$ cat src/hw/rtl/assert_macros.svh
// Assertion macros shared by the RTL of the spring direction projection block.
// No dependencies; the including module must have clk_i and rst_ni.
`ifndef ASSERT_MACROS_SVH
`define ASSERT_MACROS_SVH

// Concurrent assertion on an explicit clock and active-low reset.
`define SDP_ASSERT_CLK(lbl, clk, rstn, prop, msg) \
  lbl: assert property (@(posedge clk) disable iff (!rstn) prop) else $error(msg);

// Concurrent assertion on the module clock and reset.
`define SDP_ASSERT(lbl, prop, msg) `SDP_ASSERT_CLK(lbl, clk_i, rst_ni, prop, msg)

`endif

$ cat src/hw/rtl/sdp_pkg.sv
// Shared constants for the spring direction projection block.
// No dependencies.
`timescale 1ns / 1ps
`default_nettype none
package sdp_pkg;

  localparam int unsigned WordBitsDef = 32;
  // Extra fraction bits carried on the norm before the division.
  localparam int unsigned GuardBits   = 14;

endpackage
`default_nettype wire

$ cat src/hw/rtl/sdp_div_cell.sv
// One cell of the divider chain: one quotient bit for each of the three axes.
// Depends on sdp_pkg; instantiated by spring_direction_projection.
`timescale 1ns / 1ps
`default_nettype none
module sdp_div_cell
  import sdp_pkg::*;
#(
  parameter int unsigned RW = 48,
  parameter int unsigned QB = 32,
  parameter int unsigned PW = 4
) (
  input  wire logic                 clk_i,
  input  wire logic                 rst_ni,
  input  wire logic                 en_i,
  input  wire logic                 valid_i,
  input  wire logic [RW-1:0]        den_i,
  input  wire logic [2:0][RW-1:0]   rem_i,
  input  wire logic [2:0][QB-1:0]   lo_i,
  input  wire logic [PW-1:0]        pay_i,
  output logic                      valid_o,
  output logic      [RW-1:0]        den_o,
  output logic      [2:0][RW-1:0]   rem_o,
  output logic      [2:0][QB-1:0]   lo_o,
  output logic      [PW-1:0]        pay_o
);
  logic                 valid_q;
  logic [RW-1:0]        den_q;
  logic [2:0][RW-1:0]   rem_q, rem_d;
  logic [2:0][QB-1:0]   lo_q, lo_d;
  logic [PW-1:0]        pay_q;
  logic [2:0][RW:0]     sh, diff;
  logic [2:0]           ge;

  always_comb begin
    for (int l = 0; l < 3; l++) begin
      // shift in the next dividend bit; the freed low bit takes the quotient bit
      sh[l]    = {rem_i[l], lo_i[l][QB-1]};
      diff[l]  = sh[l] - {1'b0, den_i};
      ge[l]    = (sh[l] >= {1'b0, den_i});
      rem_d[l] = ge[l] ? diff[l][RW-1:0] : sh[l][RW-1:0];
      lo_d[l]  = {lo_i[l][QB-2:0], ge[l]};
    end
  end

  always_ff @(posedge clk_i or negedge rst_ni) begin
    if (!rst_ni) begin
      valid_q <= 1'b0;
    end else if (en_i) begin
      valid_q <= valid_i;
    end
  end

  always_ff @(posedge clk_i) begin
    if (en_i) begin
      den_q <= den_i;
      rem_q <= rem_d;
      lo_q  <= lo_d;
      pay_q <= pay_i;
    end
  end

  assign valid_o = valid_q;
  assign den_o   = den_q;
  assign rem_o   = rem_q;
  assign lo_o    = lo_q;
  assign pay_o   = pay_q;
endmodule
`default_nettype wire

$ cat config.mk
export PLATFORM = sky130hd
export DESIGN_NAME = sdp_div_cell
export DESIGN_NICKNAME = d
export VERILOG_FILES = /design/src/hw/rtl/assert_macros.svh /design/src/hw/rtl/sdp_pkg.sv /design/src/hw/rtl/sdp_div_cell.sv
export SDC_FILE = /design/constraint.sdc
export NUM_CORES = 1
export LEC_CHECK = 0
export ABC_AREA = 1
export BUFFER_PORTS_ARGS = -buffer_cell sky130_fd_sc_hd__buf_2
export CELL_PAD_IN_SITES_DETAIL_PLACEMENT = 0
export CELL_PAD_IN_SITES_GLOBAL_PLACEMENT = 2
export CORE_ASPECT_RATIO = 1.5
export CORE_MARGIN = 4
export CORE_UTILIZATION = 32
export DETAILED_ROUTE_END_ITERATION = 8
export PLACE_DENSITY_LB_ADDON = 0.08
export SETUP_SLACK_MARGIN = 0.2
export SYNTH_ARGS = -nofsm -noshare
export SYNTH_HDL_FRONTEND = slang
export SYNTH_SLANG_ARGS = --single-unit
$ cat constraint.sdc
create_clock -name clk_i -period 2.1 [get_ports clk_i]
set_clock_uncertainty 0.05 [all_clocks]
set_input_delay 0.21 -clock clk_i [delete_from_list [all_inputs] [get_ports clk_i]]
set_output_delay 0.21 -clock clk_i [all_outputs]
set_load 0.1 [all_outputs]
# After elaboration in Yosys (flattened, before gate mapping)
# Index checks and enable logic that the tools add are counted.
dict set report word_totals {
  register_bits 293
  out_inout_bits 293
  wordCells 18
}
dict set report op_classes {
  n_addsub 3
  magnitude_cmp 3
  muxes 3
}
# op n
set op_table {}
lappend op_table {{greater-or-equal comparator 49 x 48 -> 1 bit} 3}
lappend op_table {{two-way mux 48 bit} 3}
lappend op_table {{subtractor 48 bit} 3}

# Depth between registers and ports, before layout
dict set report logic_depth {
  ltp_word 2
  mapped_depth 17
  mapped_depth_nobuf 16
}

# Worst setup path before layout
# No wires, ideal clock.
dict set report synth_path {
  path_type {in2reg}
  from {input port den_i[7]}
  to {register rem_q, in the netlist rem_o[27] (data pin)}
  setup_ns 0.253
  arrival_ns 1.724
  required_ns 1.797
  setup_slack_ns 0.073
  path_stages 13
  path_cell_list {inv_1 ha_1 nand2_1 nor2_1 nand3_1 nand3_2 nand2_2 nand2_2 nand3_2 buf_2 buf_6 nand4_1 nand2_1}
}
# element line_no
set synth_lines {}
lappend synth_lines {{from (decl)} sdp_div_cell.sv:16} ;# input wire logic [RW-1:0] den_i,
lappend synth_lines {{to (signal assigned)} sdp_div_cell.sv:56} ;# rem_q <= rem_d;
lappend synth_lines {{to (decl)} sdp_div_cell.sv:28} ;# logic [2:0][RW-1:0] rem_q, rem_d;

==> run metrics <==
Cell variety after synth=36; leakage=0.0217 uW; post-detail-place hpwl=108000 microns; Max transition margin=61.9%; post-synthesis sequential area ratio=36.8%; Final setup viols=0; Power per Cell Area=667 nW/um^2; # nets final=5663; clk_lat worst skew=570 ps; synth top area cells=edfxtp_1 37%, nand2_1 24%, inv_1 11%, ha_1 7.5%, nor2_1 4.5%; Clock transition at path regs=60 ps; setup TNS=0 ps; number of CTS-inserted buffers=34; Hold Vio Cnt, Final=0; die height=342 microns; RSZ-0062 raised after global routing=yes; Setup crit start=den_i[4]; largest net degree at the start of global routing=58; Pre-antenna DRT Iters=5; WL final=134000 microns; CP Cell Sequence=buf_2, inv_2, ha_1, nand2_1, inv_1, nand2_1, nand2_1, nand2_1, nand3_2, nand2_2, nand2_2, nand3_4, nand3_4, buf_12, clkbuf_16, nand2_1, nand2_1; Vias=28900; Hold Crit Endpoint=rem_o[5]$_DFFE_PP_; Ys Warns=0; DP Cell Count=5859; sw frac=46.2%; CP Buf/Inv Count=5; antenna viol nets, final=0; DR vias/cell=4.63; top routing layer used=met5; starting DRC count in detailed routing=1353; Die Wd=231 microns; Crit Path Class=in -> reg; row count=122; RR Startpoint=valid_o$_DFFE_PN0P_; largest area contributor in the netlist=edfxtp_1; flop2flop setup slack=1310 ps; Top Ports=589; Pint=14900 uW; Seq cells post-synth=293; worst hold slack=34.1 ps; Max Clock Freq=0.499 GHz; Slew @ Worst Pin=575 ps; Reg power frac=27.3%; RR Endpoint=valid_o$_DFFE_PN0P_; worst path arrival time=2270 ps; routed wl met2=69800 microns; Placer Congestion=0.983; gr usage total=32.0%; Syn Std Cell Area=23900 sq um; cell family with most CP delay=simple AND/OR/NAND/NOR gates; most used cell, CP=nand2_1; Core ar.=73900 sq um; worst setup margin=94.9 ps; CTS H-Tree Depth=2; min cycle time layout=2010 ps; worst r2r path cells=1; Initial Utilization=32.3%; Worst path max stage delay=360 ps; Tot Pwr=27700 uW; Worst Hold Launch=rem_i[4]; DRC=0; outcome=completed; Max FO, Critical Path=7; Worst EP required=2370 ps; port buffer count=588; root buffer cell=clkbuf_16; VDD IR max=658 uV; initial antenna violation count=11; met3 wire length=5980 microns; Final Non-Filler Cells=6240; first-pass GRT wire length=184000 microns; worst hold stages=3; critical path launch point type=primary input; Post-Synthesis Net Count=4018; fin crit share=95.5%; Setup WS pre-CTS=-930 ps; CTS max path bufs=3; CTS tree=built; max_cap viols=0; Yosys top cell area share=36.7%; vias in the first global route=29100; Worst Setup End Kind=register; CP max-delay cell=ha_1; share of cells above drive strength 1=38.3%; CTS Sinks=293; Sw Pwr=12800 uW; WL met1=47300 microns; Mapped Avg Cell Area=6.68 sq um; Area Growth Syn to Fin=74.3%; Clock Power Share=21.7%; total grt overflow=0; worst hold path type=in -> reg; drt wl/cell=21.4 microns; number of cells produced by synthesis=3575; Die ar.=79100 sq um; Comb power frac=51.0%; count of final max-slew check failures=0
-- power groups by stage --
stage	clock network, uW	logic, uW	registers, uW
finish	6010	14200	7590
global route	6350	14900	7620
CTS	6150	13600	7580
detailed placement	0	12700	7690
global placement	0	12600	7690
floorplan	0	3280	12400
-- logic make-up (layout without fill, tap and decap cells) --
family,count (synthesis),after routing,share of synthesized area [%]
flip-flops,293,293,36.8
adder cells (fa/ha/maj),147,147,7.80
buffers and inverters,776,2445,12.7
AND/OR/NAND/NOR,2176,2176,37.4
other,0,4,0
multiplexers,1,1,0.0472
XOR/XNOR,74,74,2.72
AO/OA/AOI/OAI,108,108,2.47
-- synth_stat cells --
cell      count
nor3_2        2
o21a_1        5
nand3_2       7
nor2_1      288
xnor2_1       4
a21o_1        1
clkbuf_1     12
nand2_2       4
nor3_1       12
buf_4         8
nand4_1     126
nor2_2       11
inv_2         7
or2_2         4
or2_1         1
edfxtp_1    292
a211oi_1      1
o21ai_0       5
buf_6         8
inv_1       712
nor4_1        4
dfrtp_1       1
buf_2        28
o21bai_1     10
xor2_1       70
nor4_2        1
fa_1          3
clkinv_1      1
a21oi_1      84
mux2_2        1
a21oi_2       2
nand2_1    1505
nand3_1     192
and2_1        7
ha_1        144
nand3b_1     12
-- worst max-delay path by stage --
stage / endpoint / depth (start not counted)
after global routing: rem_o[106]$_DFFE_PP_ / 15
after floorplan: rem_o[15]$_DFFE_PP_ / 16
after CTS: rem_o[9]$_DFFE_PP_ / 14
after global placement: rem_o[98]$_DFFE_PP_ / 15
after detailed placement: rem_o[98]$_DFFE_PP_ / 15
final: rem_o[7]$_DFFE_PP_ / 17
-- placed cells by master, fill, tap and decap left out, types with 5 or more instances in the layout --
cell,synthesis,final
nand2_1,1505,1313
buf_4,8,726
inv_1,712,670
buf_2,28,576
edfxtp_1,292,292
dlygate4sd3_1,0,244
nor2_1,288,191
nand2_2,4,168
nand3_1,192,161
nand4_1,126,126
ha_4,0,100
xor2_1,70,70
nor2_2,11,68
buf_12,0,68
a21oi_1,84,62
clkbuf_16,0,43
nor2_4,0,40
ha_1,144,38
buf_6,8,32
nand3_2,7,30
clkinvlp_4,0,28
nand2_4,0,28
inv_2,7,23
a21oi_2,2,21
nand3b_1,12,12
o21bai_1,10,10
clkinv_1,1,9
nand3_4,0,8
nor3_2,2,7
nor3_1,12,6
ha_2,0,6
o21a_1,5,5
buf_8,0,5
-- per-layer routing --
metal / GRT usage (%) / up-vias
met5: 0 / -
met1: 32.6 / 13300
met4: 20.5 / 4
li1: - / 14400
met2: 61.1 / 893
met3: 3.82 / 269
-- sequential cells by signal, indices dropped and copies added (netlist names) --
signal	flops
pay_o	4
rem_o	144
valid_o	1
lo_o	96
den_o	48
-- layout make-up --
class | count | area [sq um]
clock inverters | 24 | 209
clock buffers | 36 | 858
repair buffers | 1665 | 12900
fillers | 7423 | 32300
diodes | 4 | 10.0
inverters | 720 | 2800
well taps | 992 | 1240
flip-flops and latches | 293 | 8790
multi-input cells | 2506 | 14800
-- timing repair --
item,CTS,global route
gates cloned,5,12
endpoints found under the hold margin,259,0
setup buffers,46,10
hold buffers,244,0
setup endpoints to repair,147,147
pin swaps,38,94
resized for setup,254,354
-- per-stage QoR --
stage / util (%) / cell area [sq um]
global route: 56.3 / 41600
global placement: 46.3 / 34200
CTS: 53.9 / 39800
finish: 56.3 / 41600
detailed placement: 46.3 / 34200
floorplan: - / 24200
Note: power is estimated with default switching activity, not from simulation.
