[config.mk]
export PLATFORM = sky130hd
export DESIGN_NAME = sdp_out_buf
export DESIGN_NICKNAME = d
export VERILOG_FILES = /design/src/hw/rtl/assert_macros.svh /design/src/hw/rtl/sdp_pkg.sv /design/src/hw/rtl/sdp_out_buf.sv
export SDC_FILE = /design/constraint.sdc
export NUM_CORES = 1
export LEC_CHECK = 0
export ABC_AREA = 1
export BUFFER_PORTS_ARGS = -buffer_cell sky130_fd_sc_hd__buf_4
export CAP_MARGIN = 20
export CORE_MARGIN = 2
export CORE_UTILIZATION = 55
export DETAILED_ROUTE_END_ITERATION = 6
export GPL_ROUTABILITY_DRIVEN = 0
export HOLD_SLACK_MARGIN = 0.03
export MAX_ROUTING_LAYER = met4
export PLACE_DENSITY = 0.83
export SYNTH_ARGS = -nofsm -noshare
export SYNTH_HDL_FRONTEND = slang
export SYNTH_SLANG_ARGS = --single-unit
[constraint.sdc]
create_clock -name clk_i -period 14.3 [get_ports clk_i]
set_clock_uncertainty 0.15 [all_clocks]
set_input_delay 1.43 -clock clk_i [delete_from_list [all_inputs] [get_ports clk_i]]
set_output_delay 1.43 -clock clk_i [all_outputs]
set_load 0.02 [all_outputs]
[src/hw/rtl/assert_macros.svh]
// Assertion macros shared by the RTL of the spring direction projection block.
// No dependencies; the including module must have clk_i and rst_ni.
`ifndef ASSERT_MACROS_SVH
`define ASSERT_MACROS_SVH

// Concurrent assertion on an explicit clock and active-low reset.
`define SDP_ASSERT_CLK(lbl, clk, rstn, prop, msg) \
  lbl: assert property (@(posedge clk) disable iff (!rstn) prop) else $error(msg);

// Concurrent assertion on the module clock and reset.
`define SDP_ASSERT(lbl, prop, msg) `SDP_ASSERT_CLK(lbl, clk_i, rst_ni, prop, msg)

`endif

[src/hw/rtl/sdp_pkg.sv]
// Shared constants for the spring direction projection block.
// No dependencies.
`timescale 1ns / 1ps
`default_nettype none
package sdp_pkg;

  localparam int unsigned WordBitsDef = 32;
  // Extra fraction bits carried on the norm before the division.
  localparam int unsigned GuardBits   = 14;

endpackage
`default_nettype wire

[src/hw/rtl/sdp_out_buf.sv]
// Two-entry output buffer that decouples the pipeline from the result channel.
// Depends on sdp_pkg; instantiated by spring_direction_projection.
`timescale 1ns / 1ps
`default_nettype none
module sdp_out_buf
  import sdp_pkg::*;
#(
  parameter int unsigned DW = 97
) (
  input  wire logic          clk_i,
  input  wire logic          rst_ni,
  input  wire logic          push_i,
  input  wire logic [DW-1:0] data_i,
  input  wire logic          ready_i,
  output logic               valid_o,
  output logic      [DW-1:0] data_o,
  output logic               full_o
);
  logic [1:0]    cnt_q, cnt_d;
  logic [DW-1:0] e0_q, e1_q;
  logic          pop;

  assign pop     = (cnt_q != 2'd0) && ready_i;
  assign valid_o = (cnt_q != 2'd0);
  assign full_o  = (cnt_q == 2'd2);
  assign data_o  = e0_q;

  always_comb begin
    cnt_d = cnt_q;
    if (push_i && !pop) begin
      cnt_d = cnt_q + 2'd1;
    end else if (pop && !push_i) begin
      cnt_d = cnt_q - 2'd1;
    end
  end

  always_ff @(posedge clk_i or negedge rst_ni) begin
    if (!rst_ni) begin
      cnt_q <= 2'd0;
    end else begin
      cnt_q <= cnt_d;
    end
  end

  always_ff @(posedge clk_i) begin
    if (pop) begin
      // advance head; a new beat lands behind whatever remains
      if (push_i) begin
        if (cnt_q == 2'd1) begin
          e0_q <= data_i;
        end else begin
          e0_q <= e1_q;
          e1_q <= data_i;
        end
      end else begin
        e0_q <= e1_q;
      end
    end else if (push_i) begin
      if (cnt_q == 2'd0) begin
        e0_q <= data_i;
      end else begin
        e1_q <= data_i;
      end
    end
  end
endmodule
`default_nettype wire

== After elaboration in Yosys (flattened, before gate mapping) ==
Cells that the tools add are included.
Storage, ports and cells
  flip-flop bits (word level): 196
  word-level logic and storage cells: 33
Cells by class
  add/subtract/negate cells: 2
  equality and inequality tests: 4
  mux-type cells: 12
  reductions and logical operators: 12
Operators with widths (count)
  2-to-1 mux 97 bit: 10
  nonzero test 2 bit: 4
  2-to-1 mux 2 bit: 2
  != test 2 bit, second input constant: 2
  logical AND 1 bit: 3
  AND reduction 3 bit: 1
  adder 2 x 1 -> 2 bit, second input constant: 1
  equality test 2 x 1 -> 1 bit, second input constant: 1
  equality test 2 bit, second input constant: 1
  zero test 1 bit: 2
  zero test 2 bit: 1
  AND reduction 2 bit: 1
  subtractor 2 x 1 -> 2 bit, second input constant: 1

== Logic depth before layout (Yosys ltp) ==
Gate-level depths: netlist of the first run.
  depth after elaboration: 5
  depth in mapped cells: 9
  depth with buffers taken out: 8

== Worst setup path before layout of the first run ==
Ideal clock, no wire load.
  kind: in2reg
  start point: input port ready_i
  end point: register e1_q[0] (enable)
  library setup time: 556 ps
  data arrival time: 5698 ps
  required time: 13594 ps
  setup slack: 7896 ps
  stages on the path: 5
  cells stage by stage: inv_2 -> nor2_4 -> nand2_1 -> nand2_1 -> nor2_1
Between the ends
  word-level cells in the longest chain between the ends: 3
  elaborated cells on any way between the ends: 4
  those cells by class: 2 x eq/ne; 2 x reduce/logical
RTL lines
  from (decl): line sdp_out_buf.sv:14  | input wire logic ready_i,
  logical AND 1 bit (*): line sdp_out_buf.sv:23  | assign pop = (cnt_q != 2'd0) && ready_i;
  != test 2 bit (no source line)
  AND reduction 3 bit (no source line) (*)
  to (signal assigned): line sdp_out_buf.sv:53  | e1_q <= data_i;
  to (signal assigned): line sdp_out_buf.sv:62  | e1_q <= data_i;
  to (decl): line sdp_out_buf.sv:20  | logic [DW-1:0] e0_q, e1_q;
Every way passes the cells marked *; elsewhere a longest branch is shown, timed or not.
A chain may end at the register's enable or synchronous reset.

== Worst setup path after layout of the first run ==
  start point: input port ready_i
  end point: register e1_q[14] (enable)
The elaborated chain is that of the path after synthesis.

==> reports/qor.csv, run 1 <==
metric;value;unit
Final Slew Violations;0;
Synth warnings;0;
total of max-cap violations;0;
grt total ovfl;0;
min-delay src;e1_q[85]$_DFFE_PP_;
GRT Resource Usage Total;21.4;%
unrepaired setup endpoints after global routing;no;
DRC;0;
largest net degree at the start of global routing;97;
initial drt markers;389;
average size of a mapped cell;13.5;um2
Vert. Die Dim;119;um
Netlist cell types;15;
H-tree depth;4;
Max Used Layer;met4;
Synth Register Bits;196;
Worst-path clk slew;70;ps
Hold WC Path Type;reg -> reg;
Worst R2R Setup Slack;11480;ps
Slew headroom;33.3;%
CP cell instances;buf_4 -> inv_2 -> nor2_4 -> nor2_1 -> nor2_4 -> buf_4 -> buf_4;
Row Count;42;
CTS Buf Count;17;
most used cell, CP;buf_4;
Via-to-Cell Ratio;4.92;
Hold Slack;358;ps
first-pass GRT wire length;22500;um
via count;4593;
I/O Buffers;199;
final hold violations;0;
slowest stage cell, crit path;buf_4;
Total Nets Final;851;
# hold bufs at CTS;0;
layout cell share with drive strength beyond 1;31.8;%
CTS tree;done;
clock buffer depth;2;
most common cell after layout, fill and taps aside;nand2_1;
n_diodes;0;
Setup violations, final;0;
Final ANT Viol Nets;0;
period utilisation layout;22.2;%
Critical Path Fanout Max;55;
Max VDD drop;0.152;mV
Post-Syn Nets;649;
worst slew pin tran;1000;ps
IO Pins;200;
Initial Util;55.8;%
Detailed Place HPWL;9650;um
Critical Path RT;14200;ps
setup bufs post-CTS;0;
most frequent cells in the layout;nand2_1 (300), buf_4 (203), edfxtp_1 (194), clkbuf_16 (17), inv_1 (7);
DR WL met2;7290;um
min cycle time layout;3170;ps
initial antenna violation count;0;
TritonCTS Sinks;196;
P&R area growth vs syn;30.2;%
Total Routed Length;14700;um
Met3 Wirelength;1120;um
die width;119;um
R2R Path End;e1_q[14]$_DFFE_PP_;
Cells after Synth;542;
Root Buffer;clkbuf_16;
status;completed;
Slowest Stage Delay on Critical Path;670;ps
Arrival @ worst endpoint;3070;ps
WHS Endpoint;data_o[85]$_DFFE_PP_;
die area;14300;um2
PD cells;216;nW/um2
pre-CTS setup slack;10670;ps
startpoint types;input pin;
placed cells;901;
Setup CP Type;in -> reg;
# resized after CTS;0;
worst reg2reg path depth;7;
Pleak;4.16;nW
clk_lat worst skew;420;ps
met1 wire length;5930;um
Post-Synthesis Cell Area;7330;um2
drt wl/cell;15.7;um
vias in the first global route;4610;
setup TNS;0;ps
FF-to-FF Start;cnt_q[0]$_DFFE_PN0P_;
crit-path leading delay family;buffers and inverters;
core region area;13100;um2
max frequency;0.316;GHz
hold path depth;2;
Buf/Inv on CP;4;
iteration count of the initial detailed-routing pass;5;
setup ws final;11130;ps
CP Capture Type;flip-flop;
final non-filler cell total;933;
register area share after synthesis;80.1;%
-- sequential cells by signal (all words and copies together), names as in the netlist --
signal	flops
e1_q	97
data_o	97
cnt_q	2
-- per-layer routing --
layer	up-vias	GRT usage, %
met5	-	-
met4	0	9.12
met3	33	5.22
met2	200	35.2
met1	2140	25.4
li1	2220	-
-- how the worst max path moves through the flow --
| stage | from | end | slack, ps | cells past startpoint |
|---|---|---|---|---|
| 2_1_floorplan | ready_i | e1_q[0]$_DFFE_PP_ | 7900 | 5 |
| 3_3_place_gp | ready_i | e1_q[47]$_DFFE_PP_ | 10740 | 7 |
| 3_5_place_dp | ready_i | e1_q[47]$_DFFE_PP_ | 10670 | 7 |
| 4_1_cts | ready_i | e1_q[47]$_DFFE_PP_ | 11120 | 7 |
| 5_1_grt | ready_i | e1_q[3]$_DFFE_PP_ | 10990 | 7 |
| 6_report | ready_i | e1_q[14]$_DFFE_PP_ | 11130 | 7 |
-- kinds of logic (layout without fill, tap and decap cells) --
logic type | after synthesis | after routing | share of synthesized area (%)
xor gates and xnor gates | 2 | 2 | 0.239
buffers and inverters | 30 | 245 | 2.59
and+or+nand+nor | 308 | 308 | 16.0
DFF | 196 | 196 | 80.1
adders and majority gates | 6 | 6 | 1.02
-- tightest hold or removal path: cells and delay by family, from the launching register on --
kind / cells / cell delay, ps
DFF: 1 / 320
and+or+nand+nor: 2 / 100
-- final cells by class --
cell class / count / area [um2]
multi-input cells: 316 / 1290
fillers: 877 / 3590
inverters: 10 / 37.5
flip-flops and latches: 196 / 5880
repair buffers: 203 / 1520
well taps: 176 / 220
clock inverters: 15 / 179
clock buffers: 17 / 425
-- synth_stat cells, drive strengths merged --
cell type,n,area [um2]
inv,10,37.5
dfrtp,2,50.1
nand2,302,1140
nand3,2,10.0
edfxtp,194,5830
buf,15,134
ha,6,75.1
clkbuf,5,18.8
xnor2,2,17.5
nor2,4,30.0
-- through the flow --
stage          instance area (um2)  power [mW]  util, %
6_report                      9550        2.06     72.7
5_1_grt                       9550        2.16     72.7
4_1_cts                       9550        2.08     72.7
3_5_place_dp                  8950        1.60     68.1
3_3_place_gp                  8950        1.57     68.1
2_1_floorplan                 7330        1.35        -
-- power breakdown --
| group | switching (mW) | internal, mW | total (mW) |
|---|---|---|---|
| clock | 0.203 | 0.277 | 0.480 |
| sequential | 0.0557 | 0.888 | 0.944 |
| combinational | 0.421 | 0.218 | 0.640 |
(Power assumes the default switching activity.)
==> run 2, diff against run 1 <==
Settings changed: ABC_AREA 1 to 0, CORE_UTILIZATION 55 to 52, PLACE_DENSITY 0.83 to 0.79.
Clock period 14.3 ns to 3.08 ns, I/O delays scaled along.
==> run 2 against run 1 <==
Net effect: total power rose to 4.6 times the previous value; wire length rose by 5.7%; hold slack got worse by 180 ps; flip-flop and latch count did not move; non-clock buffer count rose by 101; combinational power rose to 4.9 times the previous value; largest cell class unchanged; critical path type is now reg -> reg; final cell count fell by 11%; sequential share of layout area fell by 6.5 points; via count fell by 9.8%; sequential power rose to 4.6 times the previous value.
==> reports/qor.csv, run 2 <==
metric;value;unit;change
vias in the first global route;4296;;was 4610
GRT Resource Usage Total;21.4;%;about the same
final hold violations;0;;unchanged
top_reg_cell synth;edfxtp_1;;unchanged
Max VDD drop;0.625;mV;was 0.152 mV
hold path depth;3;;was 2
I/O Buffers;199;;unchanged
drt wl/cell;18.7;um;was 15.7 um
core region area;13900;um2;was 13100 um2
Critical Path RT;3100;ps;was 14200 ps
Row Count;43;;was 42
largest area contributor in the netlist;edfxtp_1;;unchanged
most common cell in the synthesized netlist;edfxtp_1;;was nand2_1
Post-synth top cells;edfxtp_1 (194), mux2_2 (57), mux2_4 (40), ha_1 (6), nand2_1 (6);;was nand2_1 (301), edfxtp_1 (194), buf_6 (9), inv_1 (7), ha_1 (6)
unrepaired setup endpoints after global routing;no;;unchanged
iteration count of the initial detailed-routing pass;4;;was 5
Hold WC Path Type;in -> reg;;was reg -> reg
Synth Register Bits;196;;unchanged
Via-to-Cell Ratio;4.98;;was 4.92
Post-Syn Nets;433;;was 649
Fill cells;758;;was 877
grt total ovfl;0;;unchanged
IO Pins;200;;unchanged
Post-Synthesis Cell Area;7370;um2;was 7330 um2
Vert. Die Dim;123;um;was 119 um
Setup CP Type;reg -> reg;;was in -> reg
period utilisation layout;77.6;%;
Worst R2R Setup Slack;690;ps;was 11480 ps
status;completed;;unchanged
top cells by area, synth;edfxtp_1 (79%), mux2_2 (8.7%), mux2_4 (8.1%);;was edfxtp_1 (79%), nand2_1 (15%), buf_6 (1.4%)
most frequent cells in the layout;buf_4 (200), edfxtp_1 (194), dlygate4sd3_1 (99), mux2_2 (57), mux2_4 (40);;was nand2_1 (300), buf_4 (203), edfxtp_1 (194), clkbuf_16 (17), inv_1 (7)
DRC;0;;unchanged
Detailed Place HPWL;9200;um;was 9650 um
R2R Path End;data_o[4]$_DFFE_PP_;;was e1_q[14]$_DFFE_PP_
Root Buffer;clkbuf_16;;unchanged
Total Routed Length;15500;um;was 14700 um
min-delay src;push_i;;was e1_q[85]$_DFFE_PP_
Cells after Synth;326;;was 542
CTS Buf Count;17;;unchanged
setup TNS;0;ps;unchanged
Setup violations, final;0;;unchanged
PD cells;890;nW/um2;was 216 nW/um2
# hold bufs at CTS;99;;was 0
most common cell after layout, fill and taps aside;buf_4;;was nand2_1
FF-to-FF Start;cnt_q[0]$_DFFE_PN0P_;;unchanged
H-tree depth;4;;unchanged
Final ANT Viol Nets;0;;unchanged
largest net degree at the start of global routing;48;;was 97
startpoint types;flip-flop;;was input pin
Slew headroom;64.4;%;was 33.3%
Total Nets Final;746;;was 851
CP Capture Type;flip-flop;;unchanged
initial drt markers;307;;was 389
worst reg2reg path depth;6;;was 7
Synth warnings;0;;unchanged
first-pass GRT wire length;22900;um;was 22500 um
Yosys top cell area share;79.0;%;was 79.4%
Post-synth EDFFs;194;;unchanged
Initial Util;53.1;%;was 55.8%
via count;4144;;was 4593
Pleak;4.26;nW;was 4.16 nW
total of max-cap violations;0;;unchanged
clk_lat worst skew;420;ps;about the same
Netlist cell types;17;;was 15
Critical Path Fanout Max;39;;was 55
clock buffer depth;2;;unchanged
layout cell share with drive strength beyond 1;50.6;%;was 31.8%
# resized after CTS;0;;unchanged
n_diodes;0;;unchanged
die area;15100;um2;was 14300 um2
Arrival @ worst endpoint;2410;ps;was 3070 ps
Final Slew Violations;0;;unchanged
P&R area growth vs syn;44.8;%;was 30.2%
min cycle time layout;2390;ps;
Hold Slack;174;ps;was 358 ps
TritonCTS Sinks;196;;unchanged
register area share after synthesis;79.7;%;was 80.1%
average size of a mapped cell;22.6;um2;was 13.5 um2
WHS Endpoint;cnt_q[0]$_DFFE_PN0P_;;was data_o[85]$_DFFE_PP_
max frequency;0.418;GHz;
ys async rst share;1.02;%;unchanged
Worst-path clk slew;70;ps;about the same
setup bufs post-CTS;0;;unchanged
die width;123;um;was 119 um
worst slew pin tran;533;ps;was 1000 ps
CTS tree;done;;unchanged
initial antenna violation count;0;;unchanged
==> run 2: cell types whose count changed in the layout (fill, tap and decap cells not counted), moves of 3 or more <==
| cell | before | now |
|---|---|---|
| nand2_1 | 300 | 5 |
| dlygate4sd3_1 | 0 | 99 |
| mux2_2 | 0 | 57 |
| mux2_4 | 0 | 40 |
| buf_12 | 0 | 5 |
| inv_1 | 7 | 3 |
| buf_4 | 203 | 200 |
| clkbuf_1 | 0 | 3 |
| clkinv_1 | 2 | 5 |
| clkinv_4 | 3 | 0 |
| inv_2 | 3 | 0 |
| inv_6 | 4 | 1 |
| nor2_4 | 3 | 0 |
==> run 2: power breakdown <==
group,leakage [nW],internal [mW],switching [mW]
registers,1.89,4.06,0.256
clock network,0.262,1.18,0.897
logic,2.11,1.40,1.71
==> run 2: critical path: stages, from the launching register on <==
cell and delay, ps:
dfrtp_1 420, inv_1 130, ha_1 220, nor2b_4 70
nand2_4 400, buf_12 330, mux2_2 380
==> run 2: cell type report <==
cell class	count	area, um2	area share (%)
flip-flops and latches	196	5880	55.0
repair buffers	304	2590	24.3
multi-input cells	117	1420	13.3
clock buffers	20	437	4.09
well taps	180	225	2.11
clock inverters	12	113	1.05
inverters	3	11.3	0.105
==> run 2: per-layer routing <==
layer / track usage (%) / part of all wire, % / vias to the layer above
met5: - / 0 / -
met2: 34.3 / 51 / 179
met1: 26.3 / 40 / 2029
li1: - / - / 1906
met3: 5.40 / 6.3 / 30
met4: 8.38 / 2.2 / 0
==> run 2: through the flow <==
step | total power, mW | instances | area, um2 | worst slack [ps] | util, %
6_report | 9.50 | 832 | 10700 | 690 | 76.9
5_1_grt | 9.90 | 832 | 10700 | 569 | 76.9
4_1_cts | 9.56 | 832 | 10700 | 683 | 76.9
3_5_place_dp | 7.37 | 701 | 9130 | 685 | 65.8
3_3_place_gp | 7.26 | 701 | 9130 | 780 | 65.8
2_1_floorplan | 6.14 | 326 | 7380 | 254 | -
==> run 2: how the worst max path moves through the flow <==
| stage | startpoint | endpoint | slack, ps | cells after the start |
|---|---|---|---|---|
| global placement | cnt_q[0]$_DFFE_PN0P_ | data_o[23]$_DFFE_PP_ | 780 | 6 |
| floorplan | cnt_q[0]$_DFFE_PN0P_ | e1_q[0]$_DFFE_PP_ | 250 | 5 |
| detailed placement | cnt_q[0]$_DFFE_PN0P_ | data_o[40]$_DFFE_PP_ | 680 | 6 |
| CTS | cnt_q[0]$_DFFE_PN0P_ | data_o[4]$_DFFE_PP_ | 680 | 6 |
| global route | cnt_q[0]$_DFFE_PN0P_ | data_o[43]$_DFFE_PP_ | 570 | 6 |
| finish | cnt_q[0]$_DFFE_PN0P_ | data_o[4]$_DFFE_PP_ | 690 | 6 |
==> run 2: cells by family (layout without fill, tap and decap cells) <==
| family | after synthesis | after routing | synth area share (%) |
|---|---|---|---|
| fa+ha+maj | 6 | 6 | 1.02 |
| flops | 196 | 196 | 79.7 |
| mux | 98 | 98 | 17.0 |
| buf+inv | 13 | 339 | 1.26 |
| compound gates | 1 | 1 | 0.0678 |
| simple gates | 10 | 10 | 0.747 |
| xor+xnor | 2 | 2 | 0.238 |
