### src/hw/rtl/assert_macros.svh
// Assertion macros shared by the RTL of the spring direction projection block.
// No dependencies; the including module must have clk_i and rst_ni.
`ifndef ASSERT_MACROS_SVH
`define ASSERT_MACROS_SVH

// Concurrent assertion on an explicit clock and active-low reset.
`define SDP_ASSERT_CLK(lbl, clk, rstn, prop, msg) \
  lbl: assert property (@(posedge clk) disable iff (!rstn) prop) else $error(msg);

// Concurrent assertion on the module clock and reset.
`define SDP_ASSERT(lbl, prop, msg) `SDP_ASSERT_CLK(lbl, clk_i, rst_ni, prop, msg)

`endif

### src/hw/rtl/sdp_pkg.sv
// Shared constants for the spring direction projection block.
// No dependencies.
`timescale 1ns / 1ps
`default_nettype none
package sdp_pkg;

  localparam int unsigned WordBitsDef = 32;
  // Extra fraction bits carried on the norm before the division.
  localparam int unsigned GuardBits   = 14;

endpackage
`default_nettype wire

### src/hw/rtl/sdp_sqrt_cell.sv
// One cell of the square root chain: resolves one root bit per cell.
// Depends on sdp_pkg; instantiated by spring_direction_projection.
`timescale 1ns / 1ps
`default_nettype none
module sdp_sqrt_cell
  import sdp_pkg::*;
#(
  parameter int unsigned RADW = 96,
  parameter int unsigned RW   = 48,
  parameter int unsigned PW   = 8
) (
  input  wire logic            clk_i,
  input  wire logic            rst_ni,
  input  wire logic            en_i,
  input  wire logic            valid_i,
  input  wire logic [RADW-1:0] rad_i,
  input  wire logic [RW+1:0]   rem_i,
  input  wire logic [RW-1:0]   root_i,
  input  wire logic [PW-1:0]   pay_i,
  output logic                 valid_o,
  output logic      [RADW-1:0] rad_o,
  output logic      [RW+1:0]   rem_o,
  output logic      [RW-1:0]   root_o,
  output logic      [PW-1:0]   pay_o
);
  logic            valid_q;
  logic [RADW-1:0] rad_q, rad_d;
  logic [RW+1:0]   rem_q, rem_d, pre, trial;
  logic [RW-1:0]   root_q, root_d;
  logic [PW-1:0]   pay_q;
  logic            ge;

  always_comb begin
    // bring down the next two radicand bits and try root*4+1
    pre    = {rem_i[RW-1:0], rad_i[RADW-1 -: 2]};
    trial  = {root_i, 2'b01};
    ge     = (pre >= trial);
    rem_d  = ge ? (pre - trial) : pre;
    root_d = {root_i[RW-2:0], ge};
    rad_d  = {rad_i[RADW-3:0], 2'b00};
  end

  always_ff @(posedge clk_i or negedge rst_ni) begin
    if (!rst_ni) begin
      valid_q <= 1'b0;
    end else if (en_i) begin
      valid_q <= valid_i;
    end
  end

  always_ff @(posedge clk_i) begin
    if (en_i) begin
      rad_q  <= rad_d;
      rem_q  <= rem_d;
      root_q <= root_d;
      pay_q  <= pay_i;
    end
  end

  assign valid_o = valid_q;
  assign rad_o   = rad_q;
  assign rem_o   = rem_q;
  assign root_o  = root_q;
  assign pay_o   = pay_q;
endmodule
`default_nettype wire

### config.mk
export PLATFORM = sky130hd
export DESIGN_NAME = sdp_sqrt_cell
export DESIGN_NICKNAME = d
export VERILOG_FILES = /design/src/hw/rtl/assert_macros.svh /design/src/hw/rtl/sdp_pkg.sv /design/src/hw/rtl/sdp_sqrt_cell.sv
export SDC_FILE = /design/constraint.sdc
export NUM_CORES = 1
export LEC_CHECK = 0
export BUFFER_PORTS_ARGS = -buffer_cell sky130_fd_sc_hd__buf_2
export CAP_MARGIN = 20
export CORE_AREA = 8 8 168 170
export DETAILED_ROUTE_END_ITERATION = 16
export DIE_AREA = 0 0 176 178
export PLACE_DENSITY_LB_ADDON = 0.08
export SLEW_MARGIN = 20
export SYNTH_ARGS = -nofsm -noshare
export SYNTH_HDL_FRONTEND = slang
export SYNTH_SLANG_ARGS = --single-unit
export TNS_END_PERCENT = 10
### constraint.sdc
create_clock -name clk_i -period 0.8 [get_ports clk_i]
set_input_delay 0.08 -clock clk_i [delete_from_list [all_inputs] [get_ports clk_i]]
set_output_delay 0.08 -clock clk_i [all_outputs]
set_load 0.01 [all_outputs]
## After elaboration in Yosys (flattened, before gate mapping)

Index checks and enable logic that the tools add are counted.

| word-level totals | value |
|---|---|
| memory bits (writable) | 0 |
| flip-flop bits (word level) | 201 |
| memories kept | 0 |
| input port bits | 206 |
| word-level logic and storage cells | 8 |
| bits in read-only memories | 0 |
| bits in latches | 0 |

| cells by class | value |
|---|---|
| reductions and logical operators | 0 |
| multiplexer cells | 1 |
| shift-type cells | 0 |
| $add $sub $neg | 1 |
| equal/unequal tests | 0 |
| $mul | 0 |
| bitwise operators | 0 |
| divide/modulo/power cells | 0 |
| $lt $le $gt $ge | 1 |

Operator list:

| cell | count |
|---|---|
| $ge A50 B50 Y1 | 1 |
| $mux W50 | 1 |
| $sub A50 B50 Y50 | 1 |

## Depth between registers and ports, before layout

Gate-level depths: netlist of the first run.

| logic depth | value |
|---|---|
| word-level depth | 2 |
| depth in mapped cells | 16 |
| depth with buffers taken out | 12 |

## Worst setup path after synthesis of the first run

Ideal clock, no wire load.

| timing path | value |
|---|---|
| path kind | input to register |
| start | input port root_i[10] |
| end | register rem_q[18] (netlist: rem_o[18]), data pin |
| setup slack | -2561 ps |
| arrival | 3101 ps |
| stages on the path | 16 |
| data required time | 540 ps |
| setup time | 260 ps |
| cell sequence | inv_1 -> ha_1 -> buf_2 -> nand4_1 -> or3_4 -> a2111o_1 -> a31oi_4 -> o211ai_2 -> and3b_4 -> o2111a_1 -> or2_1 -> buf_6 -> inv_6 -> buf_12 -> buf_12 -> mux2_4 |

| on the way | value |
|---|---|
| word-level cells in the longest chain between the ends | 2 |
| elaborated cells between the ends (all ways) | 3 |

RTL lines:

| what | line | text |
|---|---|---|
| start: declaration | sdp_sqrt_cell.sv:18 | `input wire logic [RW-1:0] root_i,` |
| $sub A50 B50 Y50 or $ge A50 B50 Y1 (tied branches) | sdp_sqrt_cell.sv:38, sdp_sqrt_cell.sv:37 |  |
| $mux W50 (*) | sdp_sqrt_cell.sv:38 | `rem_d = ge ? (pre - trial) : pre;` |
| net rem_d[18] | sdp_sqrt_cell.sv:28 | `logic [RW+1:0] rem_q, rem_d, pre, trial;` |
| end signal: assignment | sdp_sqrt_cell.sv:54 | `rem_q <= rem_d;` |
| end: declaration | sdp_sqrt_cell.sv:28 |  |

Mark *: on every way through the listed nets, which the timed path passes. The rest lies on a longest branch.
A chain may end at the register's enable or synchronous reset.

## Final worst setup path of the first run

| timing path | value |
|---|---|
| start | input port root_i[8] |
| end | register rem_q[28] (netlist: rem_o[28]), data pin |

Same word-level chain as after synthesis.

==> impl_table.tex, run 1 <==
\begin{tabular}{lr}
\hline
Metric & Value \\
\hline
\multicolumn{2}{l}{\textbf{Outcome}} \\
Result of the run & finished with violations \\
Violated checks & negative hold slack, negative setup slack \\
\multicolumn{2}{l}{\textbf{Routing}} \\
Number of detailed-route iterations in the first pass & 5 \\
Vias after detailed routing & 9276 \\
Post-DR wirelength/cell & 18.7 um \\
Number of DRC violations after detailed routing & 0 \\
Drt first-iter violations & 474 \\
Detailed Route WL & 36.4 mm \\
Post-detailed-route count of antenna-violating nets & 0 \\
Number of vias per cell after detailed routing & 4.76 \\
\multicolumn{2}{l}{\textbf{Timing}} \\
Slew HR & 0.640 \\
Unrepaired setup endpoints after global routing & true \\
Post-layout min period & 2.68 ns \\
Portion of the clock cycle consumed by the worst path in the final layout & 3.35 \\
Max Fclk & 0.373 GHz \\
Final Skew & 0 ns \\
Count of final max-slew check failures & 0 \\
Min Hold Slack & -0.0236 ns \\
PnR worst setup slack & -1.88 ns \\
Endpoints failing setup & 252 \\
Tightest Pin Transition & 0.534 ns \\
Final hold violation count & 4 \\
\multicolumn{2}{l}{\textbf{Worst setup path}} \\
WP data required & 1.06 ns \\
Kind of critical path & in2reg \\
Element type at the critical path start & input pin \\
Crit-path slowest cell & sky130\_fd\_sc\_hd\_\_or3\_4 \\
Type of element capturing the critical path & flop \\
Cells traversed along the worst timing path & buf\_12 > inv\_12 > ha\_4 > nand4\_1 > or3\_4 > a2111o\_1 > a31oi\_4 > o211ai\_2 > and3b\_4 > o2111a\_1 > or2\_4 > clkinv\_8 > buf\_16 > mux2\_4 \\
Critical path's largest stage delay & 0.36 ns \\
Endpoint arrival time on the critical path & 2.94 ns \\
Worst-path maximum fanout & 17 \\
\multicolumn{2}{l}{\textbf{Cells and area}} \\
Number of cells in the finished layout apart from fillers & 1950 \\
Cell area after layout & 0.0172 sq mm \\
Share of the core filled with cells & 0.670 \\
Signed area change from the synthesized netlist to the final layout & 71.3\% \\
Fraction of final layout cells with drive strength greater than 1 & 0.458 \\
Number of nets in the final layout & 1849 \\
\multicolumn{2}{l}{\textbf{Logic synthesis}} \\
Proportion of synthesized chip area in sequential cells & 0.602 \\
Synthesis Warnings & 0 \\
Top FF cell, synth & sky130\_fd\_sc\_hd\_\_edfxtp\_1 \\
Gate count of the mapped netlist & 770 \\
Post-synth cell types & 59 \\
Number of enable-type register cells in the synthesized netlist & 200 \\
Post-synthesis instance area & 0.0100 sq mm \\
Syn Area/Cell & 13.0 sq um \\
Asr flop ratio synth & 0.00498 \\
Count of state elements after synthesis & 201 \\
\multicolumn{2}{l}{\textbf{Floorplanning}} \\
Top-level port count & 409 \\
Die width & 176 um \\
Starting density of the core & 0.391 \\
Area of the core & 0.0256 sq mm \\
Row Count & 59 \\
Die span in y & 178 um \\
Full die area & 0.0313 sq mm \\
\multicolumn{2}{l}{\textbf{Global route}} \\
Pin count of the biggest net entering global routing & 23 \\
Total global routing overflow & 0 \\
Global-route wire length before repair & 54.5 mm \\
Number of global-route vias before repair & 9859 \\
Number of antenna violations at the first check in global routing & 7 \\
Overall track demand over capacity in global routing & 0.220 \\
\multicolumn{2}{l}{\textbf{Place}} \\
Placed insts & 1699 \\
Post-detailed-placement cell area & 0.0141 sq mm \\
Global placer's final weighted congestion & 0.836 \\
Number of buffer cells added on primary ports & 404 \\
Half-perimeter wire length after placement & 26.8 mm \\
\multicolumn{2}{l}{\textbf{Clock tree}} \\
CTS tree & done \\
Cell chosen for the clock root & sky130\_fd\_sc\_hd\_\_clkbuf\_16 \\
Num CTS Buffers & 23 \\
CTS clock-pin slew for the worst setup and hold paths & 0.07 ns \\
Number of clock sinks seen by CTS & 201 \\
Htree depth & 1 \\
Largest buffer count on any clock path & 3 \\
Clock latency reported for the late side of the worst-skew pair & 0.51 ns \\
\multicolumn{2}{l}{\textbf{Pwr}} \\
Worst voltage drop across the vdd grid & 1.50 mV \\
PD cells & 1830 mW/mm\^{}2 \\
Reported leakage power & 7.87 nW \\
\multicolumn{2}{l}{\textbf{Min path}} \\
Worst min-delay path class & in2reg \\
\multicolumn{2}{l}{\textbf{Run}} \\
Max-cap check violation count & 0 \\
\hline
\end{tabular}
flip-flops by register name (all words and copies together) (netlist names):
signal / count
pay_o: 8
rad_o: 94
rem_o: 50
root_o: 48
valid_o: 1
cell usage after synthesis (15+ instances only):
master,n,area [sq um]
sky130_fd_sc_hd__nand4_1,15,93.8
sky130_fd_sc_hd__inv_1,67,251
sky130_fd_sc_hd__ha_1,50,626
sky130_fd_sc_hd__xor2_1,19,166
sky130_fd_sc_hd__edfxtp_1,200,6010
sky130_fd_sc_hd__mux2_4,29,435
sky130_fd_sc_hd__clkbuf_1,20,75.1
sky130_fd_sc_hd__mux2_2,18,203
sky130_fd_sc_hd__nor2_1,27,101
sky130_fd_sc_hd__nand2_1,45,169
sky130_fd_sc_hd__a21o_1,16,120
sky130_fd_sc_hd__nand3_1,16,80.1
sky130_fd_sc_hd__o21ai_0,37,185
sky130_fd_sc_hd__xnor2_1,25,219
sky130_fd_sc_hd__a21oi_1,65,325
area by class of cell:
type	count	area, sq um
tap	335	419
fill	1960	8460
clock inverter	18	114
sequential	201	6030
clock buffer	23	576
antenna	6	15.0
multi-input combinational	472	3710
inverter	68	280
timing repair buffer	827	6010
per-layer routing:
metal  part of all wire  GRT usage
met3              0.075     0.0576
met5            0.00063          0
met4              0.025     0.0685
met1               0.38      0.244
met2               0.52      0.406
cell usage in the layout (no fill, tap or decap), types with 4 or more instances in the layout:
cell                            synthesis  layout
sky130_fd_sc_hd__a21o_1                16      16
sky130_fd_sc_hd__a21oi_1               65      65
sky130_fd_sc_hd__a31oi_1               10       9
sky130_fd_sc_hd__and2_1                 6       6
sky130_fd_sc_hd__and3_1                10      10
sky130_fd_sc_hd__buf_12                 4      11
sky130_fd_sc_hd__buf_2                  2     385
sky130_fd_sc_hd__buf_4                  3     212
sky130_fd_sc_hd__buf_6                  1      18
sky130_fd_sc_hd__clkbuf_16              0      24
sky130_fd_sc_hd__clkinv_1               0       6
sky130_fd_sc_hd__clkinvlp_4             0       5
sky130_fd_sc_hd__diode_2                0       6
sky130_fd_sc_hd__dlygate4sd3_1          0     196
sky130_fd_sc_hd__edfxtp_1             200     200
sky130_fd_sc_hd__ha_1                  50      42
sky130_fd_sc_hd__ha_4                   0       8
sky130_fd_sc_hd__inv_1                 67      63
sky130_fd_sc_hd__mux2_4                29      46
sky130_fd_sc_hd__nand2_1               45      44
sky130_fd_sc_hd__nand2b_1               4       4
sky130_fd_sc_hd__nand3_1               16      16
sky130_fd_sc_hd__nand4_1               15      15
sky130_fd_sc_hd__nor2_1                27      27
sky130_fd_sc_hd__nor3_1                10      10
sky130_fd_sc_hd__o211ai_1               9       9
sky130_fd_sc_hd__o21a_1                 5       5
sky130_fd_sc_hd__o21ai_0               37      34
sky130_fd_sc_hd__o21bai_1              10      10
sky130_fd_sc_hd__xnor2_1               25      25
sky130_fd_sc_hd__xor2_1                19      19
per-stage QoR:
stage	setup TNS [ns]	setup slack [ns]	power, mW
3_5_place_dp	-138.13	-2.55	20.7
6_report	-153.49	-1.88	31.4
2_1_floorplan	-115.28	-2.34	16.9
3_3_place_gp	-134.89	-2.49	20.6
5_1_grt	-166.64	-1.96	32.9
4_1_cts	-158.92	-1.89	31.4
power by group:
group          internal [mW]  switching [mW]
Clock                   5.30            4.39
Combinational           4.65            4.01
Sequential              12.8           0.280
critical path, delay by kind of cell:
family                     cells  cell delay [ns]
AOI/OAI and AO/OA              4             0.93
and+or+nand+nor                4             0.96
muxes                          1             0.31
buffers and inverters          4             0.40
adders and majority gates      1             0.25
logic make-up after synthesis:
kind of cell / after synthesis / share of synthesized area
DFF: 201 / 0.602
buffers and inverters: 98 / 0.0459
adders and majority gates: 50 / 0.0625
xor gates and xnor gates: 44 / 0.0385
other: 1 / 0.000375
muxes: 49 / 0.0657
and+or+nand+nor: 149 / 0.0740
AOI/OAI and AO/OA: 178 / 0.111
final timing paths:
path	startpoint	end	slack, ns	cells past startpoint
worst min register to register	valid_o	valid_o	0.57	1
worst max-delay path	root_i[8]	rem_o[28]	-1.88	14
min in group asynchronous	rst_ni	valid_o	0.41	3
max in group asynchronous	rst_ni	valid_o	0.29	3
worst min-delay path	rem_i[31]	rem_o[33]	-0.02	3
worst max register to register	valid_o	valid_o	0.02	1
repair_timing:
action,4_1_cts,5_1_grt
cloned,1,1
hold endpoints to repair,203,6
gates resized for setup,22,37
buffers inserted,4,1
hold buffers,196,1
pin swaps,0,5
endpoints found under the setup margin,252,256
No activity file was read; power rests on OpenSTA's default activity.
==> run 2: changes to the inputs <==
--- a/config.mk
+++ b/config.mk
@@ -11,6 +11,7 @@
 export DETAILED_ROUTE_END_ITERATION = 16
 export DIE_AREA = 0 0 176 178
 export PLACE_DENSITY_LB_ADDON = 0.08
+export RECOVER_POWER = 25
 export SLEW_MARGIN = 20
 export SYNTH_ARGS = -nofsm -noshare
 export SYNTH_HDL_FRONTEND = slang
==> impl_table.tex, run 2 (synthesized netlist as in run 1, its figures left out) <==
\begin{tabular}{lr}
\hline
Metric & Value \\
\hline
\multicolumn{2}{l}{\textbf{Cells and area}} \\
Most common cell after layout, fill and taps aside & sky130\_fd\_sc\_hd\_\_buf\_2 \\
Commonest cells after routing, fill and taps aside & 387 x sky130\_fd\_sc\_hd\_\_buf\_2, 200 x sky130\_fd\_sc\_hd\_\_edfxtp\_1, 198 x sky130\_fd\_sc\_hd\_\_buf\_4, 196 x sky130\_fd\_sc\_hd\_\_dlygate4sd3\_1, 65 x sky130\_fd\_sc\_hd\_\_a21oi\_1 \\
Fraction of final layout cells with drive strength greater than 1 & 0.452 \\
Signed area change from the synthesized netlist to the final layout & 70.1\% \\
Share of the core filled with cells & 0.665 \\
Max FFs per register & 94 \\
Layout fillers & 1984 \\
Cell area after layout & 0.0170 sq mm \\
Number of nets in the final layout & 1849 \\
Number of cells in the finished layout apart from fillers & 1950 \\
\multicolumn{2}{l}{\textbf{Timing}} \\
Count of final max-slew check failures & 0 \\
Final hold violation count & 4 \\
PnR worst setup slack & -1.88 ns \\
Min Hold Slack & -0.0244 ns \\
Post-layout min period & 2.68 ns \\
Unrepaired setup endpoints after global routing & true \\
Endpoints failing setup & 252 \\
Final Skew & 0 ns \\
Total Negative Setup Slacks & -153.60 ns \\
Slew HR & 0.577 \\
Max Fclk & 0.373 GHz \\
Portion of the clock cycle consumed by the worst path in the final layout & 3.35 \\
Tightest Pin Transition & 0.635 ns \\
\multicolumn{2}{l}{\textbf{Clock tree}} \\
Cell chosen for the clock root & sky130\_fd\_sc\_hd\_\_clkbuf\_16 \\
Largest buffer count on any clock path & 3 \\
Num CTS Buffers & 23 \\
Clock latency reported for the late side of the worst-skew pair & 0.52 ns \\
CTS tree & done \\
Htree depth & 1 \\
Number of clock sinks seen by CTS & 201 \\
CTS clock-pin slew for the worst setup and hold paths & 0.07 ns \\
\multicolumn{2}{l}{\textbf{Outcome}} \\
Result of the run & finished with violations \\
Violated checks & negative hold slack, negative setup slack \\
\multicolumn{2}{l}{\textbf{Global route}} \\
Number of global-route vias before repair & 9859 \\
Overall track demand over capacity in global routing & 0.220 \\
Global-route wire length before repair & 54.5 mm \\
Total global routing overflow & 0 \\
Number of antenna violations at the first check in global routing & 7 \\
Pin count of the biggest net entering global routing & 23 \\
\multicolumn{2}{l}{\textbf{Routing}} \\
Drt first-iter violations & 501 \\
Detailed Route WL & 36.5 mm \\
Vias after detailed routing & 9278 \\
Number of DRC violations after detailed routing & 0 \\
Number of detailed-route iterations in the first pass & 5 \\
Post-detailed-route count of antenna-violating nets & 0 \\
Post-DR wirelength/cell & 18.7 um \\
Number of vias per cell after detailed routing & 4.76 \\
\multicolumn{2}{l}{\textbf{Worst setup path}} \\
Endpoint arrival time on the critical path & 2.94 ns \\
Critical path's largest stage delay & 0.36 ns \\
Crit-path slowest cell & sky130\_fd\_sc\_hd\_\_or3\_4 \\
WP data required & 1.06 ns \\
Type of element capturing the critical path & flop \\
Element type at the critical path start & input pin \\
Worst-path maximum fanout & 17 \\
Cells traversed along the worst timing path & buf\_12 > inv\_12 > ha\_4 > nand4\_1 > or3\_4 > a2111o\_1 > a31oi\_4 > o211ai\_2 > and3b\_4 > o2111a\_1 > or2\_4 > clkinv\_8 > buf\_16 > mux2\_4 \\
Kind of critical path & in2reg \\
\multicolumn{2}{l}{\textbf{Place}} \\
Number of buffer cells added on primary ports & 404 \\
Placed insts & 1699 \\
Half-perimeter wire length after placement & 26.8 mm \\
Post-detailed-placement cell area & 0.0141 sq mm \\
Global placer's final weighted congestion & 0.836 \\
Worst setup timing slack at the placement stage & -2.55 ns \\
\multicolumn{2}{l}{\textbf{Pwr}} \\
Reported leakage power & 7.80 nW \\
Worst voltage drop across the vdd grid & 1.51 mV \\
PD cells & 1840 mW/mm\^{}2 \\
\multicolumn{2}{l}{\textbf{Floorplanning}} \\
Row Count & 59 \\
Full die area & 0.0313 sq mm \\
Top-level port count & 409 \\
Starting density of the core & 0.391 \\
Die width & 176 um \\
Area of the core & 0.0256 sq mm \\
Die span in y & 178 um \\
\multicolumn{2}{l}{\textbf{Run}} \\
Max-cap check violation count & 0 \\
\multicolumn{2}{l}{\textbf{Min path}} \\
Worst min-delay path class & in2reg \\
\hline
\end{tabular}
## run 2: cell count changes in the layout (fill, tap and decap cells not counted), sizes merged
| cell | delta |
|---|---|
| clkbuf | +17 |
| buf | -17 |
## run 2: worst paths after layout
check	start	slack (ns)	to	cells past startpoint
setup / recovery	root_i[8]	-1.88	rem_o[28]	14
hold / removal	rem_i[31]	-0.02	rem_o[33]	3
setup reg to reg	valid_o	0.02	valid_o	1
hold reg to reg	valid_o	0.57	valid_o	1
max in group asynchronous	rst_ni	0.29	valid_o	3
min in group asynchronous	rst_ni	0.40	valid_o	3
## run 2: critical path: cells and delay by family
| kind | cells | cell delay [ns] |
|---|---|---|
| simple gates | 4 | 0.96 |
| fa+ha+maj | 1 | 0.25 |
| compound gates | 4 | 0.93 |
| mux | 1 | 0.31 |
| buf+inv | 4 | 0.40 |
## run 2: through the flow
step           hold WS [ns]  power, mW
2_1_floorplan        -0.216       16.9
3_3_place_gp         -0.143       20.6
3_5_place_dp         -0.140       20.7
4_1_cts             -0.0454       31.4
5_1_grt             -0.0383       32.8
6_report            -0.0244       31.3
## run 2: metal layers
layer | vias to the layer above | part of all wire | GRT usage
li1 | 4518 | - | -
met1 | 4376 | 0.38 | 0.244
met2 | 327 | 0.52 | 0.406
met3 | 53 | 0.073 | 0.0576
met4 | 4 | 0.024 | 0.0685
met5 | - | 0.00063 | 0
## run 2: area by class of cell
cell class / instances / area (sq um) / area share
inverters: 68 / 280 / 0.0165
diodes: 6 / 15.0 / 0.000882
flip-flops and latches: 201 / 6030 / 0.354
clock buffers: 23 / 576 / 0.0338
repair buffers: 827 / 5890 / 0.346
multi-input cells: 472 / 3710 / 0.218
clock inverters: 18 / 114 / 0.00669
well taps: 335 / 419 / 0.0246
## run 2: where the power goes
part	leakage (nW)	total, mW	internal, mW	switching (mW)
Combinational	5.51	8.59	4.58	4.01
Sequential	1.97	13.0	12.8	0.281
Clock	0.323	9.70	5.30	4.39
Total	7.80	31.3	22.6	8.68
## run 2: repair_timing
item	CTS	global route
gates resized for setup	22	37
hold buffers	196	1
endpoints found under the setup margin	252	256
setup buffers	4	1
pin swaps	0	5
gates cloned	1	1
hold endpoints to repair	203	6
==> run 3: changes to the inputs <==
--- a/config.mk
+++ b/config.mk
@@ -12,6 +12,7 @@
 export DIE_AREA = 0 0 176 178
 export PLACE_DENSITY_LB_ADDON = 0.08
 export RECOVER_POWER = 25
+export SETUP_SLACK_MARGIN = 0.3
 export SLEW_MARGIN = 20
 export SYNTH_ARGS = -nofsm -noshare
 export SYNTH_HDL_FRONTEND = slang
==> impl_table.tex, run 3 (synthesized netlist as in run 1, its figures left out) <==
\begin{tabular}{lr}
\hline
Metric & Value \\
\hline
\multicolumn{2}{l}{\textbf{Timing}} \\
Unrepaired setup endpoints after global routing & true \\
Min Hold Slack & -0.163 ns \\
Final Skew & 0 ns \\
Slew HR & 0.574 \\
PnR worst setup slack & -1.88 ns \\
Final hold violation count & 49 \\
Portion of the clock cycle consumed by the worst path in the final layout & 3.35 \\
Count of final max-slew check failures & 0 \\
Total Negative Setup Slacks & -153.32 ns \\
Endpoints failing setup & 252 \\
Post-layout min period & 2.68 ns \\
Tightest Pin Transition & 0.639 ns \\
Max Fclk & 0.373 GHz \\
\multicolumn{2}{l}{\textbf{Place}} \\
Post-detailed-placement cell area & 0.0141 sq mm \\
Global placer's final weighted congestion & 0.836 \\
Number of buffer cells added on primary ports & 404 \\
Half-perimeter wire length after placement & 26.8 mm \\
\multicolumn{2}{l}{\textbf{Routing}} \\
Post-DR wirelength/cell & 18.9 um \\
DR top layer & met5 \\
Number of vias per cell after detailed routing & 4.78 \\
Number of detailed-route iterations in the first pass & 4 \\
Detailed Route WL & 35.9 mm \\
Met3 wire length & 2.58 mm \\
Number of DRC violations after detailed routing & 0 \\
Total length of routed met2 wires & 18.7 mm \\
Drt first-iter violations & 456 \\
Vias after detailed routing & 9106 \\
Post-detailed-route count of antenna-violating nets & 0 \\
Met1 routed wirelength after detailed routing & 13.8 mm \\
\multicolumn{2}{l}{\textbf{Pwr}} \\
Sequential share of power & 0.418 \\
Cell internal power dissipation & 22.5 mW \\
Clk pwr share & 0.311 \\
Reported leakage power & 7.63 nW \\
Gate power share & 0.271 \\
Worst voltage drop across the vdd grid & 1.46 mV \\
Total net switching power & 8.64 mW \\
PD cells & 1880 mW/mm\^{}2 \\
Switching part of the total & 0.277 \\
\multicolumn{2}{l}{\textbf{Clock tree}} \\
Htree depth & 1 \\
Num CTS Buffers & 23 \\
Hold bufs inserted after CTS & 151 \\
CTS clock-pin slew for the worst setup and hold paths & 0.07 ns \\
Cell chosen for the clock root & sky130\_fd\_sc\_hd\_\_clkbuf\_16 \\
Clock latency reported for the late side of the worst-skew pair & 0.51 ns \\
Number of clock sinks seen by CTS & 201 \\
CTS tree & done \\
Largest buffer count on any clock path & 3 \\
\multicolumn{2}{l}{\textbf{Min path}} \\
Hold Path Origin & valid\_i \\
Hold Crit Endpoint & valid\_o \\
Worst min-delay path class & in2reg \\
Hold depth & 2 \\
\multicolumn{2}{l}{\textbf{Worst setup path}} \\
Kind of critical path & in2reg \\
Worst Reg-to-Reg Cells & 1 \\
Startpoint of the lowest-slack register-to-register path & valid\_o \\
WP data required & 1.07 ns \\
Type of element capturing the critical path & flop \\
Worst-path maximum fanout & 7 \\
Endpoint arrival time on the critical path & 2.95 ns \\
End of the worst register-to-register path & valid\_o \\
Element type at the critical path start & input pin \\
Setup slack of the most critical reg-to-reg path & 0.02 ns \\
\multicolumn{2}{l}{\textbf{Cells and area}} \\
Most common cell after layout, fill and taps aside & sky130\_fd\_sc\_hd\_\_buf\_2 \\
Fraction of final layout cells with drive strength greater than 1 & 0.470 \\
Max FFs per register & 94 \\
Layout fillers & 2036 \\
Cell area after layout & 0.0166 sq mm \\
Signed area change from the synthesized netlist to the final layout & 65.8\% \\
Number of nets in the final layout & 1804 \\
Commonest cells after routing, fill and taps aside & 387 x sky130\_fd\_sc\_hd\_\_buf\_2, 201 x sky130\_fd\_sc\_hd\_\_buf\_4, 200 x sky130\_fd\_sc\_hd\_\_edfxtp\_1, 145 x sky130\_fd\_sc\_hd\_\_dlygate4sd3\_1, 65 x sky130\_fd\_sc\_hd\_\_a21oi\_1 \\
\multicolumn{2}{l}{\textbf{Global route}} \\
Total global routing overflow & 0 \\
Number of antenna violations at the first check in global routing & 7 \\
Overall track demand over capacity in global routing & 0.216 \\
Number of global-route vias before repair & 9589 \\
Pin count of the biggest net entering global routing & 23 \\
Global-route wire length before repair & 53.5 mm \\
\multicolumn{2}{l}{\textbf{Run}} \\
Max-cap check violation count & 0 \\
\multicolumn{2}{l}{\textbf{Floorplanning}} \\
Full die area & 0.0313 sq mm \\
Area of the core & 0.0256 sq mm \\
Die width & 176 um \\
Die span in y & 178 um \\
Starting density of the core & 0.391 \\
Top-level port count & 409 \\
Row Count & 59 \\
\multicolumn{2}{l}{\textbf{Outcome}} \\
Result of the run & finished with violations \\
Violated checks & negative hold slack, negative setup slack \\
\hline
\end{tabular}
run 3: cell count changes in the layout (fill, tap and decap cells not counted), moves of 3 or more:
cell	before	now
sky130_fd_sc_hd__clkbuf_1	9	5
sky130_fd_sc_hd__buf_4	198	201
sky130_fd_sc_hd__dlygate4sd3_1	196	145
sky130_fd_sc_hd__clkbuf_4	3	0
sky130_fd_sc_hd__clkbuf_2	6	12
sky130_fd_sc_hd__clkdlybuf4s25_1	0	4
run 3: cell type report:
type / instances / area (sq um) / area share
Inverter: 68 / 280 / 0.0169
Clock inverter: 18 / 114 / 0.00686
Timing Repair Buffer: 782 / 5450 / 0.329
Multi-Input combinational cell: 472 / 3710 / 0.224
Antenna cell: 6 / 15.0 / 0.000904
Sequential cell: 201 / 6030 / 0.363
Tap cell: 335 / 419 / 0.0252
Clock buffer: 23 / 576 / 0.0347
run 3: worst max-delay path by stage:
stage,startpoint,end,slack (ns),depth (start not counted)
2_1_floorplan,root_i[8],rem_o[18],-2.34,16
4_1_cts,root_i[8],rem_o[7],-1.89,14
6_report,root_i[8],rem_o[2],-1.88,14
3_3_place_gp,root_i[8],rem_o[16],-2.49,14
5_1_grt,root_i[8],rem_o[2],-1.96,14
3_5_place_dp,root_i[8],rem_o[16],-2.55,14
run 3: metal layers:
| layer | GRT usage | up-vias |
|---|---|---|
| met2 | 0.398 | 327 |
| met1 | 0.242 | 4300 |
| met5 | 0 | - |
| met3 | 0.0574 | 52 |
| li1 | - | 4425 |
| met4 | 0.0643 | 2 |
run 3: power by group through the flow:
stage | combinational (mW) | sequential (mW) | clock [mW]
3_3_place_gp | 7.38 | 13.2 | 0
2_1_floorplan | 3.06 | 13.8 | 0
4_1_cts | 8.23 | 13.0 | 9.98
3_5_place_dp | 7.45 | 13.2 | 0
5_1_grt | 9.14 | 13.1 | 10.3
6_report | 8.44 | 13.0 | 9.68
run 3: worst max-delay path, stage by stage:
cell and delay [ns]:
sky130_fd_sc_hd__buf_12 0.09, sky130_fd_sc_hd__inv_12 0.03, sky130_fd_sc_hd__ha_4 0.25, sky130_fd_sc_hd__nand4_1 0.14, sky130_fd_sc_hd__or3_4 0.36, sky130_fd_sc_hd__a2111o_1 0.35, sky130_fd_sc_hd__a31oi_4 0.19, sky130_fd_sc_hd__o211ai_2 0.13
sky130_fd_sc_hd__and3b_4 0.19, sky130_fd_sc_hd__o2111a_1 0.26, sky130_fd_sc_hd__or2_4 0.27, sky130_fd_sc_hd__clkinv_8 0.11, sky130_fd_sc_hd__clkbuf_16 0.17, sky130_fd_sc_hd__mux2_2 0.34
run 3: what timing repair did:
action / in CTS / in global routing
pin swaps: 0 / 6
gates resized for setup: 22 / 38
cloned: 1 / 2
endpoints found under the setup margin: 253 / 259
hold endpoints to repair: 203 / 58
setup buffers: 4 / 1
run 3: per-stage QoR:
step / cells / total power, mW / util / hold WS [ns] / setup slack (ns)
after CTS: 1896 / 31.2 / 0.643 / -0.209 / -1.89
after global placement: 1699 / 20.6 / 0.552 / -0.143 / -2.49
final: 1905 / 31.2 / 0.648 / -0.163 / -1.88
after floorplan: 771 / 16.9 / - / -0.216 / -2.34
after detailed placement: 1699 / 20.7 / 0.552 / -0.140 / -2.55
after global routing: 1904 / 32.6 / 0.648 / -0.191 / -1.96
